<file path="config.mk">
export PLATFORM = sky130hd
export DESIGN_NAME = rcmm_ir_frame_encoder
export DESIGN_NICKNAME = d
export VERILOG_FILES = /design/src/sv/rcmm_pkg.sv /design/src/sv/rcmm_ir_frame_encoder.sv
export VERILOG_INCLUDE_DIRS = /design/src /design/src/sv
export SDC_FILE = /design/constraint.sdc
export NUM_CORES = 1
export LEC_CHECK = 0
export BUFFER_PORTS_ARGS = -buffer_cell sky130_fd_sc_hd__buf_2
export CAP_MARGIN = 5
export CORE_ASPECT_RATIO = 1.25
export CORE_MARGIN = 4
export CORE_UTILIZATION = 50
export CTS_BUF_LIST = sky130_fd_sc_hd__clkbuf_8
export CTS_CLUSTER_DIAMETER = 100
export DETAILED_ROUTE_END_ITERATION = 10
export GPL_ROUTABILITY_DRIVEN = 1
export GPL_TIMING_DRIVEN = 0
export PLACE_DENSITY = 0.75
export REMOVE_ABC_BUFFERS = 1
export SYNTH_ARGS = -nofsm -noshare
export SYNTH_HDL_FRONTEND = slang
export SYNTH_SLANG_ARGS = --single-unit
</file>
<file path="constraint.sdc">
create_clock -name i_clk -period 3.52 [get_ports i_clk]
set_input_delay 1.056 -clock i_clk [delete_from_list [all_inputs] [get_ports i_clk]]
set_output_delay 1.056 -clock i_clk [all_outputs]
set_load 0.005 [all_outputs]
</file>
<file path="src/sv/rcmm_ir_frame_encoder_defines.svh">
// Assertion helpers for the RCMM encoder.
`ifndef RCMM_IR_FRAME_ENCODER_DEFINES_SVH
`define RCMM_IR_FRAME_ENCODER_DEFINES_SVH

// Clocked check, quiet while reset is held.
`define RCMM_ASSERT(label, prop, msg) \
    label: assert property (@(posedge i_clk) disable iff (!i_rst_n) prop) else $error(msg);

// Clocked check that also holds through reset.
`define RCMM_ASSERT_ALWAYS(label, prop, msg) \
    label: assert property (@(posedge i_clk) prop) else $error(msg);

`endif

</file>
<file path="src/sv/rcmm_pkg.sv">
package rcmm_pkg;

    // configuration register widths and indexes
    localparam int UNIT_W   = 10;
    localparam int HDR_W    = 12;
    localparam int GAP_W    = 16;
    localparam int CFG_W    = 16;
    localparam int CFG_IDX_W = 2;

    localparam logic [CFG_IDX_W-1:0] REG_UNIT   = 2'd0;
    localparam logic [CFG_IDX_W-1:0] REG_HEADER = 2'd1;
    localparam logic [CFG_IDX_W-1:0] REG_GAP    = 2'd2;

    localparam logic [UNIT_W-1:0] UNIT_RST   = 10'd290;
    localparam logic [HDR_W-1:0]  HEADER_RST = 12'd1000;
    localparam logic [GAP_W-1:0]  GAP_RST    = 16'd30000;

    // payload
    localparam int DEV_W   = 8;
    localparam int FN_W    = 8;
    localparam int REP_W   = 3;
    localparam int IN_W    = 24;
    localparam int WORD_W  = 20;
    localparam int SYM_W   = 2;

    localparam int MARK_W  = 12;
    localparam int SPACE_W = 16;
    localparam int OUT_W   = 32;

    localparam logic [REP_W-1:0] MAX_REPEATS = 3'd4;

    // pair sequencing within a frame
    localparam int PAIR_W = 4;
    localparam logic [PAIR_W-1:0] PAIR_HEADER = 4'd0;
    localparam logic [PAIR_W-1:0] PAIR_TRAIL  = 4'd11;

    // 4-bit checksum: XOR of all nibbles of both bytes
    function automatic logic [3:0] csum4(input logic [DEV_W-1:0] dev,
                                         input logic [FN_W-1:0]  fn);
        csum4 = dev[7:4] ^ dev[3:0] ^ fn[7:4] ^ fn[3:0];
    endfunction

endpackage

</file>
<file path="src/sv/rcmm_ir_frame_encoder.sv">
//  channel   | direction | handshake                        | payload
//  ----------+-----------+----------------------------------+------------------------------
//  request   | in        | i_s_axis_tvalid / o_s_axis_tready| device, function_req, repeats
//  timing    | out       | o_m_axis_tvalid / i_m_axis_tready| mark_us, space_us, tlast=last
//  config    | in        | i_cfg_we (no back-pressure)      | i_cfg_idx, i_cfg_data
//
//  A request sends 1 + min(repeats, 4) frames of 12 pairs: 12 to 60 pairs, one per cycle
//  when the sink keeps up; the pair sequencer sets the pace.
//  The 20-bit word sits in a rotating shift register, two bits leave per symbol pair.
//  Reset (synchronous, active low) idles the sequencer and restores the default timings.
//  A stall on the timing side freezes the sequencer; the next request is taken as soon
//  as the last pair is in the output register, even if it has not been taken yet.
module rcmm_ir_frame_encoder (
    input  logic                          i_clk,
    input  logic                          i_rst_n,
    // request
    input  logic                          i_s_axis_tvalid,
    output logic                          o_s_axis_tready,
    // [7:0] device, [15:8] function_req, [18:16] repeats, [23:19] zero
    input  logic [rcmm_pkg::IN_W-1:0]     i_s_axis_tdata,
    // timing pairs
    output logic                          o_m_axis_tvalid,
    input  logic                          i_m_axis_tready,
    // [11:0] mark_us, [27:12] space_us, [31:28] zero
    output logic [rcmm_pkg::OUT_W-1:0]    o_m_axis_tdata,
    output logic                          o_m_axis_tlast,
    // configuration
    input  logic                          i_cfg_we,
    input  logic [rcmm_pkg::CFG_IDX_W-1:0] i_cfg_idx,
    input  logic [rcmm_pkg::CFG_W-1:0]    i_cfg_data
);
    import rcmm_pkg::*;
    `include "rcmm_ir_frame_encoder_defines.svh"

    localparam logic ST_IDLE = 1'b0;
    localparam logic ST_RUN  = 1'b1;

    // configuration registers
    logic [UNIT_W-1:0] r_unit;
    logic [HDR_W-1:0]  r_header;
    logic [GAP_W-1:0]  r_gap;

    // sequencer
    logic              r_state, n_state;
    logic [PAIR_W-1:0] r_pair, n_pair;
    logic [REP_W-1:0]  r_frames_left, n_frames_left;
    logic [WORD_W-1:0] r_word, n_word;

    // output register
    logic               r_ovalid, n_ovalid;
    logic [MARK_W-1:0]  r_mark, n_mark;
    logic [SPACE_W-1:0] r_space, n_space;
    logic               r_last, n_last;

    logic s_acc;
    logic slot_free;
    logic [DEV_W-1:0] in_dev;
    logic [FN_W-1:0]  in_fn;
    logic [REP_W-1:0] in_rep;
    logic [SYM_W-1:0] sym;
    logic [MARK_W-1:0]  sym_mark;
    logic [SPACE_W-1:0] sym_space;
    logic [SPACE_W-1:0] unit_x;

    assign in_dev = i_s_axis_tdata[DEV_W-1:0];
    assign in_fn  = i_s_axis_tdata[DEV_W+FN_W-1:DEV_W];
    assign in_rep = i_s_axis_tdata[DEV_W+FN_W+REP_W-1:DEV_W+FN_W];

    assign o_s_axis_tready = (r_state == ST_IDLE);
    assign s_acc           = i_s_axis_tvalid && o_s_axis_tready;
    assign slot_free       = !r_ovalid || i_m_axis_tready;

    // current symbol is the top digit of the rotating word
    assign sym      = r_word[WORD_W-1 -: SYM_W];
    assign unit_x   = SPACE_W'(r_unit);
    assign sym_mark = MARK_W'({r_unit, 1'b0});
    // (2 + sym) * unit by shift and add
    assign sym_space = (unit_x << 1)
                     + (sym[0] ? unit_x : '0)
                     + (sym[1] ? (unit_x << 1) : '0);

    always_comb begin
        n_state       = r_state;
        n_pair        = r_pair;
        n_frames_left = r_frames_left;
        n_word        = r_word;
        n_ovalid      = r_ovalid && !i_m_axis_tready;
        n_mark        = r_mark;
        n_space       = r_space;
        n_last        = r_last;

        unique case (r_state)
            ST_IDLE: begin
                if (s_acc) begin
                    n_state       = ST_RUN;
                    n_pair        = PAIR_HEADER;
                    n_word        = {in_dev, in_fn, csum4(in_dev, in_fn)};
                    n_frames_left = (in_rep > MAX_REPEATS) ? MAX_REPEATS : in_rep;
                end
            end
            ST_RUN: begin
                if (slot_free) begin
                    n_ovalid = 1'b1;
                    n_last   = 1'b0;
                    n_pair   = r_pair + PAIR_W'(1);
                    priority if (r_pair == PAIR_HEADER) begin
                        n_mark  = r_header;
                        n_space = SPACE_W'({r_unit, 1'b0});
                    end else if (r_pair == PAIR_TRAIL) begin
                        n_mark = sym_mark;
                        n_pair = PAIR_HEADER;
                        if (r_frames_left == '0) begin
                            n_space = '0;
                            n_last  = 1'b1;
                            n_state = ST_IDLE;
                        end else begin
                            n_space       = r_gap;
                            n_frames_left = r_frames_left - REP_W'(1);
                        end
                    end else begin
                        n_mark  = sym_mark;
                        n_space = sym_space;
                        // rotate: after ten symbols the word is back for a repeat
                        n_word  = {r_word[WORD_W-SYM_W-1:0], r_word[WORD_W-1 -: SYM_W]};
                    end
                end
            end
            default: n_state = ST_IDLE;
        endcase
    end

    always_ff @(posedge i_clk) begin
        if (!i_rst_n) begin
            r_state       <= ST_IDLE;
            r_pair        <= PAIR_HEADER;
            r_frames_left <= '0;
            r_ovalid      <= 1'b0;
            r_unit        <= UNIT_RST;
            r_header      <= HEADER_RST;
            r_gap         <= GAP_RST;
        end else begin
            r_state       <= n_state;
            r_pair        <= n_pair;
            r_frames_left <= n_frames_left;
            r_ovalid      <= n_ovalid;
            if (i_cfg_we) begin
                unique case (i_cfg_idx)
                    REG_UNIT:   r_unit   <= i_cfg_data[UNIT_W-1:0];
                    REG_HEADER: r_header <= i_cfg_data[HDR_W-1:0];
                    REG_GAP:    r_gap    <= i_cfg_data[GAP_W-1:0];
                    default: ;
                endcase
            end
        end
    end

    always_ff @(posedge i_clk) begin
        r_word  <= n_word;
        r_mark  <= n_mark;
        r_space <= n_space;
        r_last  <= n_last;
    end

    assign o_m_axis_tvalid = r_ovalid;
    assign o_m_axis_tlast  = r_last;
    assign o_m_axis_tdata  = {{(OUT_W-MARK_W-SPACE_W){1'b0}}, r_space, r_mark};

    `RCMM_ASSERT(a_start_at_header, s_acc |=> (r_state == ST_RUN && r_pair == PAIR_HEADER), "request did not start a frame at the header pair")
    `RCMM_ASSERT(a_stall_freezes, (r_ovalid && !i_m_axis_tready) |=> $stable(r_pair), "sequencer moved while the output was stalled")
    `RCMM_ASSERT(a_mid_frame_running, (r_pair != PAIR_HEADER) |-> (r_state == ST_RUN), "idle in the middle of a frame")
    `RCMM_ASSERT(a_frames_bounded, r_frames_left <= MAX_REPEATS, "repeat count above limit")
endmodule

</file>
# Word-level counts from Yosys, hierarchy flattened
# Index checks and enable logic that the tools add are counted.
# totals
ff_bits,96
wordCells,80
output_inout_bits,35
input_bits,47
# classes
n_eq_ne,9
addsub,4
order_cmp,1
bitwise_logic,5
mux,32
n_reduce_logical,16
# ops
operator,n
20-bit 2-to-1 mux,4
20-bit case mux with 2 select lines,1
11-bit 2-to-1 mux,3
16-bit 2-to-1 mux,2
3-bit 2-to-1 mux,6
4-bit 2-to-1 mux,4
12-bit by 11-bit adder with 13-bit output,1
11-bit by 10-bit adder with 12-bit output,1
4-bit bitwise XOR,3
10-bit 2-to-1 mux,1
2-bit AND reduction,5
1-bit 2-to-1 mux,8
4-bit case mux with 2 select lines,1
2-bit by 1-bit inequality test with 1-bit output (second input constant),3
2-bit inequality test (second input constant),3
3-bit case mux with 2 select lines,1
5-bit AND reduction,1
4-bit by 1-bit adder with 4-bit output (second input constant),1
4-bit equality test (second input constant),1
4-bit zero test,1
4-bit AND reduction,1
3-bit > comparator (second input constant),1
3-bit zero test,1
3-bit by 1-bit subtractor with 3-bit output (second input constant),1
9 further kinds,12

# Depth between registers and ports, before layout
# Gate-level depths: netlist of the first run.
# logic_depth
ltp_word,6
ltp_mapped,12

# Least setup slack after synthesis of the first run
# Ideal clock, no wire load.
# synth_timing
kind,input to register
start,input port i_m_axis_tready
end,register r_word[0] (enable)
slack_ps,356
n_path_buf,0
cell_stages,3
arrival_time_ps,2739
setup_ps,425
required_ps,3095
cell_sequence,nand2b_1 > nand2_1 > o21ai_0
# synth_between
elab_chain_cells,3
# synth_lines
element,line,rtl
"start, declared",rcmm_ir_frame_encoder.sv:23,"input logic i_m_axis_tready,"
1-bit logical OR,rcmm_ir_frame_encoder.sv:71,assign slot_free = !r_ovalid || i_m_axis_tready;
2-bit by 1-bit inequality test with 1-bit output (no source line),--,
4-bit AND reduction (no source line),--,
"end signal, assigned",rcmm_ir_frame_encoder.sv:158,r_word <= n_word;
"end, declared",rcmm_ir_frame_encoder.sv:47,"logic [WORD_W-1:0] r_word, n_word;"
# Every way passes these cells.
# A chain may end at the register's enable or synchronous reset.

# Worst setup path in the final report of the first run
# layout_timing
start,register r_word[19]
end,register r_space[10] (data pin)
# layout_between
elab_chain_cells,4
# layout_lines
element,line,rtl
11-bit 2-to-1 mux,rcmm_ir_frame_encoder.sv:80,+ (sym[1] ? (unit_x << 1) : '0);
12-bit by 11-bit adder with 13-bit output,rcmm_ir_frame_encoder.sv:80,
16-bit 2-to-1 mux,rcmm_ir_frame_encoder.sv:109,end else if (r_pair == PAIR_TRAIL) begin
11-bit 2-to-1 mux,rcmm_ir_frame_encoder.sv:106,priority if (r_pair == PAIR_HEADER) begin
"end signal, assigned",rcmm_ir_frame_encoder.sv:160,r_space <= n_space;
"end, declared",rcmm_ir_frame_encoder.sv:52,"logic [SPACE_W-1:0] r_space, n_space;"
# Every way passes these cells.

==> flow_metrics.py, run 1 <==
metrics = {
    "critical_path": {
        "path_max_fanout": 13,
        "crit_start": "r_word[19]",
        "arrival_ps": 3270,
        "crit_path_max_incr_delay_ps": 590,
        "worstPathCellList": "and2_1 > fa_1 > ha_1 > inv_1 > fa_1 > nor2b_1 > o31ai_2 > a41oi_2 > mux2i_1 > a221oi_2",
        "path_common_cell": "fa_1",
        "crit-reg2reg-launch": "r_word[19]",
        "critPathCaptureType": "flip-flop",
        "critPathKind": "reg -> reg",
        "cp_slowest_cell": "edfxtp_1",
        "required_ps": 3590,
        "cp-start-kind": "flip-flop",
    },
    "logic_synthesis": {
        "synth-edff-count": 49,
        "netlist_area_mm2": 0.00498,
        "syn_inst": 511,
        "yosysSeqAreaShare_pct": 48.4,
        "synth.distinct_cells": 57,
        "synth_async_sr_flop_share_pct": 0,
        "syn_area_per_cell_um2": 9.75,
        "synth_ff_type": "edfxtp_1",
        "ys_seq_elements": 96,
        "yosys_warnings": 0,
    },
    "sta": {
        "worst_pin_slew_ps": 1100,
        "rsz0062_at_grt": "false",
        "fin_crit_sh_pct": 90.9,
        "hold_viol_final": 0,
        "slew_viol_final": 0,
        "setup_viol": 0,
        "period_needed_ps": 3200,
        "clock_skew_ps": 13.1,
        "fmax_ghz": 0.313,
        "slew-limit-headroom_pct": 26.3,
    },
    "cells_and_area": {
        "layout.nets": 639,
        "ff_latch_area_mm2": 0.00241,
        "syn_to_final_growth_pct": 12.2,
        "multi_input_area_mm2": 0.00236,
        "design_area_mm2": 0.00559,
        "n_fill_cell": 826,
        "drive_above_1_share_pct": 20.7,
        "n_antenna_cell": 0,
        "utilization_pct": 57.9,
    },
    "detailed_routing": {
        "wl_met1_um": 4390,
        "first_pass_iters": 5,
        "final_antenna_net_count": 0,
        "wl_per_cell_um": 15.2,
        "drc": 0,
        "route.met2.wl_um": 5470,
        "drt_iter0_markers": 206,
        "vias": 3763,
        "routed.top_layer": "met4",
        "postRouteWirelength_um": 10700,
        "viasPerCell": 5.38,
        "routed-wl-met3_um": 596,
    },
    "global_route": {
        "grt_overflow_total": 0,
        "grt_max_degree": 48,
        "grt_pass1_vias": 3658,
        "grt_pass1_wl_um": 17700,
        "grt_antenna_before_repair": 0,
        "grt_usage_pct": 18.9,
    },
    "outcome": {
        "status": "finished, final reports clean",
    },
    "power": {
        "p_seq_share_pct": 53.4,
        "combPwrFrac_pct": 15.0,
        "switching_share_pct": 26.2,
        "pwr_density_cell_mw_per_mm2": 433,
        "leakagePower_nw": 2.29,
        "ir_drop_v": 0.000244,
        "p_clk_share_pct": 31.6,
        "internal_power_mw": 1.79,
        "switchingPower_mw": 0.635,
    },
    "floorplan": {
        "initial_utilization_pct": 51.6,
        "fp.dieH_um": 120,
        "die_x_um": 97.3,
        "core_mm2": 0.00966,
        "pin_count": 82,
        "design.die.area_mm2": 0.0116,
        "num_rows": 40,
    },
    "cts": {
        "cts_made_buffers": 9,
        "clock-sinks": 96,
        "path_clk_slew_ps": 90,
        "cts_buffer_depth": 2,
        "cts_tree": "built",
        "cts_resized": 0,
        "hold_buffers": 0,
        "clk_latency_ps": 360,
        "htreeDepth": 3,
        "post_cts_buffers": 0,
        "cts_root_buf": "clkbuf_8",
    },
    "place": {
        "hpwlAfterDp_um": 7450,
        "gpl.final_weighted_congestion": 0.912,
        "post_dp_cell_area_mm2": 0.00538,
        "numPortBuffers": 72,
    },
    "hold_path": {
        "hold_path.startpoint": "r_gap[14]",
        "min_path_type": "reg -> reg",
    },
    "run": {
        "drv_cap": 0,
    },
}
Yosys cell counts, types with 2 or more instances:
cell type,count,area (µm²)
clkbuf_1,14,52.6
fa_1,10,200
o21a_1,2,15.0
buf_6,3,33.8
nor2_1,25,93.8
and2_1,16,100
dfxtp_1,47,941
and3_1,5,31.3
o211ai_1,2,15.0
nand2b_1,4,25.0
a22oi_1,2,15.0
buf_4,5,37.5
mux2i_1,4,40.0
o22ai_1,3,18.8
inv_1,18,67.6
edfxtp_1,49,1470
nand2_1,128,480
mux2_2,17,191
a31oi_1,3,18.8
nand3b_1,3,22.5
a21oi_1,18,90.1
ha_1,13,163
a32oi_1,2,17.5
nor3b_1,2,15.0
a221oi_1,2,17.5
o21ai_0,18,90.1
xnor2_1,13,114
o311a_1,2,20.0
nor2b_1,3,18.8
and3b_1,2,17.5
buf_2,5,25.0
nand3_1,19,95.1
a211oi_1,4,30.0
a21boi_0,25,188
kinds of logic after synthesis:
family                     count (synthesis)  share of synthesized area (%)
muxes                                     21                           4.64
and+or+nand+nor                          215                           19.5
adders and majority gates                 23                           7.28
other                                      1                         0.0752
buffers and inverters                     48                           4.59
AOI/OAI and AO/OA                         93                           13.0
DFF                                       96                           48.4
xor gates and xnor gates                  14                           2.46
stage by stage:
step	setup TNS [ps]	instances	worst slack, ps	total power [mW]	hold WS (ps)
floorplan	0	485	303	1.55	430
global placement	-7230	683	-363	1.67	440
detailed placement	0	684	360	1.68	450
CTS	0	700	348	2.44	471
global route	0	700	147	2.55	492
finish	0	700	320	2.42	468
critical path, delay by kind of cell (launching register included):
family	cells	cell delay [ps]
compound gates	3	440
buf+inv	1	70
mux	1	290
fa+ha+maj	3	1070
simple gates	2	450
flops	1	590
power groups by stage:
stage	clock network (mW)	registers, mW	logic (mW)
after floorplan	0	1.31	0.237
after global placement	0	1.32	0.350
after detailed placement	0	1.32	0.365
after CTS	0.781	1.29	0.366
after global routing	0.832	1.30	0.411
final	0.764	1.29	0.363
routing by layer:
metal | GRT usage (%) | up-vias
met4 | 7.01 | 0
met5 | 0 | -
met2 | 33.8 | 92
li1 | - | 1864
met1 | 21.7 | 1790
met3 | 4.71 | 17
final cells by class:
class | instances | area share (%)
clock buffer | 11 | 2.71
clock inverter | 5 | 1.12
inverter | 19 | 1.27
multi-input combinational | 370 | 42.3
sequential | 96 | 43.1
tap | 126 | 2.82
timing repair buffer | 73 | 6.71
cell usage in the layout, fill, tap and decap left out, drive strengths merged, types with 3 or more instances in the layout:
cell    synthesis  routed
and2           17      17
edfxtp         49      49
and3            5       5
dfxtp          47      47
ha             13      13
a21oi          18      18
inv            19      20
clkbuf         15      11
and3b           3       3
mux2i           4       4
buf            14      73
a21boi         26      26
nor3b           3       3
o21ai          19      19
nand2b          4       4
nand2         128     128
conb            1       4
nor2b           3       3
mux2           17      17
a211oi          5       5
xnor2          13      13
nand3b          3       3
fa             10      10
a31oi           3       3
o22ai           3       3
nand3          19      19
nor2           25      25
a221oi          3       3
registers in the layout, summed over array words and instances, names as in the netlist:
name / flops
r_word: 20
r_header: 12
r_space: 16
r_mark: 12
r_pair: 4
r_unit: 10
r_state: 1
r_frames_left: 3
r_gap: 16
o_m_axis_tvalid: 1
o_m_axis_tlast: 1
worst paths after layout:
check	end	slack, ps	cells after the start
setup / recovery	r_space[10]	320	10
hold / removal	r_gap[14]	470	2
setup reg to reg	r_space[10]	320	10
hold reg to reg	r_gap[14]	470	2
(Power assumes the default switching activity.)
==> run 2: changes to the inputs <==
--- a/config.mk
+++ b/config.mk
@@ -6,7 +6,7 @@
 export SDC_FILE = /design/constraint.sdc
 export NUM_CORES = 1
 export LEC_CHECK = 0
-export BUFFER_PORTS_ARGS = -buffer_cell sky130_fd_sc_hd__buf_2
+export BUFFER_PORTS_ARGS = -buffer_cell sky130_fd_sc_hd__buf_4
 export CAP_MARGIN = 5
 export CORE_ASPECT_RATIO = 1.25
 export CORE_MARGIN = 4
==> run 2 against run 1 <==
Wire length rose by 2.9%. Global-route usage rose by 0.48 points. Clock power decreased by 18%. Clock skew rose by 0.71 ps. Highest routed layer unchanged.
==> flow_metrics.py, run 2 (same netlist as run 1, synthesis figures left out) <==
metrics = {
    "outcome": {
        "status": "finished, final reports clean",
    },
    "global_route": {
        "grt_usage_pct": 19.3,
        "grt_max_degree": 48,
        "grt_overflow_total": 0,
        "grt_pass1_vias": 3834,
        "grt_pass1_wl_um": 18300,
        "grt_antenna_before_repair": 0,
    },
    "detailed_routing": {
        "wl_per_cell_um": 15.7,
        "drc": 0,
        "drt_iter0_markers": 245,
        "viasPerCell": 5.45,
        "first_pass_iters": 5,
        "vias": 3817,
        "postRouteWirelength_um": 11000,
        "final_antenna_net_count": 0,
    },
    "sta": {
        "fmax_ghz": 0.317,
        "rsz0062_at_grt": "false",
        "worst_pin_slew_ps": 1120,
        "whs_ps": 466,
        "fin_crit_sh_pct": 89.7,
        "period_needed_ps": 3160,
        "slew-limit-headroom_pct": 25.1,
        "slew_viol_final": 0,
        "hold_viol_final": 0,
        "clock_skew_ps": 13.8,
        "setup_viol": 0,
    },
    "run": {
        "drv_cap": 0,
    },
    "hold_path": {
        "hold_depth": 2,
        "min_path_type": "reg -> reg",
        "min_to": "r_gap[0]",
        "hold_path.startpoint": "r_gap[0]",
    },
    "critical_path": {
        "crit_path_max_incr_delay_ps": 580,
        "reg2reg_depth": 10,
        "crit_family": "adder cells",
        "required_ps": 3590,
        "critPathCaptureType": "flip-flop",
        "path_max_fanout": 13,
        "r2r-end": "r_space[10]",
        "path_buf_inv": 1,
        "cp_slowest_cell": "edfxtp_1",
        "crit-reg2reg-launch": "r_word[19]",
        "r2r_slack_ps": 360,
        "arrival_ps": 3230,
        "cp-start-kind": "flip-flop",
        "worstPathCellList": "and2_1 > fa_1 > ha_1 > inv_1 > fa_1 > nor2b_1 > o31ai_2 > a41oi_2 > mux2i_1 > a221oi_2",
        "critPathKind": "reg -> reg",
        "path_common_cell": "fa_1",
    },
    "floorplan": {
        "fp.dieH_um": 120,
        "initial_utilization_pct": 51.6,
        "die_x_um": 97.3,
        "core_mm2": 0.00966,
        "design.die.area_mm2": 0.0116,
        "pin_count": 82,
        "num_rows": 40,
    },
    "cts": {
        "clock-sinks": 96,
        "cts_resized": 0,
        "clk_latency_ps": 370,
        "htreeDepth": 3,
        "hold_buffers": 0,
        "cts_made_buffers": 9,
        "cts_tree": "built",
        "cts_root_buf": "clkbuf_8",
        "post_cts_buffers": 0,
        "cts_buffer_depth": 2,
        "path_clk_slew_ps": 90,
    },
    "place": {
        "post_dp_cell_area_mm2": 0.00556,
        "hpwlAfterDp_um": 7750,
        "numPortBuffers": 72,
        "gpl.final_weighted_congestion": 0.860,
    },
    "cells_and_area": {
        "largest_registers": "r_word (20), r_gap (16), r_space (16)",
        "drive_above_1_share_pct": 20.3,
        "design_area_mm2": 0.00572,
        "largest_reg_flops": 20,
        "largest_register": "r_word",
        "syn_to_final_growth_pct": 14.8,
        "final_cell_mix": "nand2_1, buf_4, edfxtp_1",
        "layout.nets": 640,
        "utilization_pct": 59.2,
        "n_fill_cell": 846,
        "n_antenna_cell": 0,
        "final_common_cell": "nand2_1",
    },
    "power": {
        "power.total_mw": 2.32,
        "ir_drop_v": 0.000277,
        "pwr_density_cell_mw_per_mm2": 405,
        "leakagePower_nw": 2.34,
    },
}
run 2: cell types whose count changed in the layout (fill, tap and decap cells not counted), moves of 2 or more:
cell | before | now
clkinv_2 | 0 | 4
buf_4 | 0 | 73
clkinvlp_4 | 2 | 0
buf_2 | 72 | 0
clkbuf_8 | 11 | 9
clkinv_1 | 0 | 2
run 2: layer usage:
metal | up-vias | global-route usage [%] | share of wire [%]
met5 | - | 0 | 0
met2 | 108 | 34.4 | 53
met1 | 1827 | 21.7 | 39
met4 | 0 | 9.00 | 2.0
met3 | 21 | 4.77 | 5.9
li1 | 1861 | - | -
run 2: power breakdown:
group / internal (mW) / total (mW) / leakage [nW] / switching (mW)
sequential: 1.26 / 1.30 / 0.848 / 0.0405
combinational: 0.185 / 0.391 / 1.40 / 0.206
clock: 0.250 / 0.629 / 0.0880 / 0.379
total: 1.69 / 2.32 / 2.34 / 0.626
run 2: per-stage QoR:
stage | instances | worst slack (ps) | TNS [ps]
after floorplan | 485 | 303 | 0
after global placement | 683 | -380 | -7590
after detailed placement | 685 | 377 | 0
after CTS | 701 | 357 | 0
after global routing | 701 | 120 | 0
final | 701 | 361 | 0
run 2: worst reg2reg max path, stage by stage (launching register included):
cell      delay, ps
edfxtp_1        580
and2_1          260
fa_1            480
ha_1            190
inv_1            60
fa_1            410
nor2b_1         200
o31ai_2         130
a41oi_2         250
mux2i_1         250
a221oi_2         60
run 2: final cells by class:
class / instances / area [µm²] / share of cell area [%]
tap: 126 / 158 / 2.75
clock buffer: 9 / 124 / 2.16
multi-input combinational: 370 / 2360 / 41.2
sequential: 96 / 2410 / 42.2
clock inverter: 7 / 36.3 / 0.634
inverter: 19 / 71.3 / 1.25
timing repair buffer: 74 / 563 / 9.84
run 2: how the worst max path moves through the flow:
stage                    startpoint     endpoint  slack (ps)  cells after the start
floorplan           i_m_axis_tready    r_word[0]         300                      3
global placement    i_m_axis_tready   r_word[10]        -380                      4
detailed placement       r_word[19]  r_space[10]         380                     10
CTS                      r_word[19]  r_space[10]         360                     10
global route             r_word[18]  r_space[10]         120                     10
finish                   r_word[19]  r_space[10]         360                     10
==> run 3: changes to the inputs <==
--- a/config.mk
+++ b/config.mk
@@ -16,7 +16,7 @@
 export DETAILED_ROUTE_END_ITERATION = 10
 export GPL_ROUTABILITY_DRIVEN = 1
 export GPL_TIMING_DRIVEN = 0
-export PLACE_DENSITY = 0.75
+export PLACE_DENSITY = 0.81
 export REMOVE_ABC_BUFFERS = 1
 export SYNTH_ARGS = -nofsm -noshare
 export SYNTH_HDL_FRONTEND = slang
==> constraint.sdc (replaced) <==
create_clock -name i_clk -period 4.05 [get_ports i_clk]
set_input_delay 1.215 -clock i_clk [delete_from_list [all_inputs] [get_ports i_clk]]
set_output_delay 1.215 -clock i_clk [all_outputs]
set_load 0.005 [all_outputs]
==> run 3 against run 2 <==
Final cell count fell by 0.14%. Hold slack improved by 1.4 ps. Final area rose by 0.81%. Sequential share of layout area fell by 0.34 points. Core utilization rose by 0.48 points. Register-to-register slack improved by 480 ps. First-iteration DRC count fell by 14%. Global-route usage rose by 0.56 points. Largest cell class unchanged.
==> flow_metrics.py, run 3 (same netlist as run 1, synthesis figures left out) <==
metrics = {
    "power": {
        "pwr_density_cell_mw_per_mm2": 375,
        "switchingPower_mw": 0.563,
        "p_clk_share_pct": 32.2,
        "power.total_mw": 2.16,
        "internal_power_mw": 1.60,
        "leakagePower_nw": 2.36,
        "p_seq_share_pct": 52.1,
        "combPwrFrac_pct": 15.6,
        "ir_drop_v": 0.000251,
        "switching_share_pct": 26.0,
    },
    "critical_path": {
        "crit_family": "adder cells",
        "required_ps": 4120,
        "arrival_ps": 3280,
        "path_max_fanout": 13,
        "critPathCaptureType": "flip-flop",
        "critPathKind": "reg -> reg",
        "cp_slowest_cell": "edfxtp_1",
        "path_buf_inv": 1,
        "cp-start-kind": "flip-flop",
        "worstPathCellList": "and2_1 > fa_1 > ha_1 > inv_1 > fa_1 > nor2b_1 > o31ai_2 > a41oi_2 > mux2i_1 > a221oi_2",
        "path_common_cell": "fa_1",
        "crit_path_max_incr_delay_ps": 600,
    },
    "sta": {
        "slew_viol_final": 0,
        "slew-limit-headroom_pct": 23.0,
        "fmax_ghz": 0.311,
        "setup-tns-final_ps": 0,
        "whs_ps": 467,
        "rsz0062_at_grt": "false",
        "worst_pin_slew_ps": 1150,
        "setup_viol": 0,
        "fin_crit_sh_pct": 79.3,
        "hold_viol_final": 0,
        "period_needed_ps": 3210,
        "clock_skew_ps": 14.0,
    },
    "floorplan": {
        "core_mm2": 0.00966,
        "fp.dieH_um": 120,
        "design.die.area_mm2": 0.0116,
        "die_x_um": 97.3,
        "pin_count": 82,
        "num_rows": 40,
        "initial_utilization_pct": 51.6,
    },
    "cts": {
        "clk_latency_ps": 370,
        "cts_buffer_depth": 2,
        "cts_resized": 0,
        "htreeDepth": 3,
        "clock-sinks": 96,
        "cts_made_buffers": 9,
        "post_cts_buffers": 0,
        "path_clk_slew_ps": 100,
        "cts_root_buf": "clkbuf_8",
        "hold_buffers": 0,
        "cts_tree": "built",
    },
    "detailed_routing": {
        "drc": 0,
        "viasPerCell": 5.52,
        "postRouteWirelength_um": 11300,
        "final_antenna_net_count": 0,
        "vias": 3863,
        "drt_iter0_markers": 210,
        "first_pass_iters": 4,
        "wl_per_cell_um": 16.1,
    },
    "cells_and_area": {
        "drive_above_1_share_pct": 20.4,
        "n_fill_cell": 802,
        "syn_to_final_growth_pct": 15.7,
        "final_common_cell": "nand2_1",
        "largest_reg_flops": 20,
        "final_cell_mix": "nand2_1, buf_4, edfxtp_1",
        "largest_registers": "r_word (20), r_gap (16), r_space (16)",
        "largest_register": "r_word",
        "layout.nets": 639,
        "n_antenna_cell": 0,
    },
    "place": {
        "gpl.final_weighted_congestion": 0.914,
        "hpwlAfterDp_um": 7770,
        "numPortBuffers": 72,
    },
    "global_route": {
        "grt_usage_pct": 19.9,
        "grt_antenna_before_repair": 0,
        "grt_pass1_vias": 4005,
        "grt_overflow_total": 0,
        "grt_max_degree": 48,
        "grt_pass1_wl_um": 18900,
    },
    "outcome": {
        "status": "finished, final reports clean",
    },
    "hold_path": {
        "min_path_type": "reg -> reg",
    },
    "run": {
        "drv_cap": 0,
    },
}
[run 3: power groups by stage]
| stage | Sequential, mW | Clock (mW) | Combinational, mW |
|---|---|---|---|
| final | 1.13 | 0.698 | 0.339 |
| after global routing | 1.14 | 0.741 | 0.383 |
| after CTS | 1.13 | 0.702 | 0.339 |
| after detailed placement | 1.15 | 0 | 0.336 |
| after global placement | 1.15 | 0 | 0.323 |
| after floorplan | 1.14 | 0 | 0.206 |
[run 3: worst paths after layout]
check | startpoint | endpoint | slack (ps) | cells past startpoint
worst max-delay path | r_word[19] | r_space[10] | 840 | 10
worst min-delay path | r_header[4] | r_header[4] | 470 | 2
worst max register to register | r_word[19] | r_space[10] | 840 | 10
worst min register to register | r_header[4] | r_header[4] | 470 | 2
[run 3: final cells by class]
type | instances | area (µm²) | area share, %
clock inverter | 7 | 97.6 | 1.69
tap | 126 | 158 | 2.73
timing repair buffer | 73 | 548 | 9.50
clock buffer | 9 | 124 | 2.15
sequential | 96 | 2410 | 41.8
inverter | 19 | 71.3 | 1.24
multi-input combinational | 370 | 2360 | 40.9
[run 3: metrics by stage]
stage	cell area (µm²)	worst slack (ps)	instances	util, %
after floorplan	4840	674	485	-
after global placement	5540	39.5	683	57.3
after detailed placement	5550	888	684	57.4
after CTS	5770	855	700	59.7
after global routing	5770	675	700	59.7
final	5770	838	700	59.7
[run 3: layer usage]
layer / vias up / routed length (µm) / global-route usage, %
met5: - / 0 / 0
met4: 0 / 316 / 8.83
met3: 29 / 698 / 5.12
met2: 134 / 5810 / 35.3
met1: 1840 / 4420 / 22.5
li1: 1860 / - / -
[run 3: worst register-to-register path: cells and delay by family, from the launching register on]
family / cells / cell delay, ps
multiplexers: 1 / 260
adder cells (fa/ha/maj): 3 / 1060
buffers and inverters: 1 / 60
AND/OR/NAND/NOR: 2 / 460
flip-flops: 1 / 600
AO/OA/AOI/OAI: 3 / 460
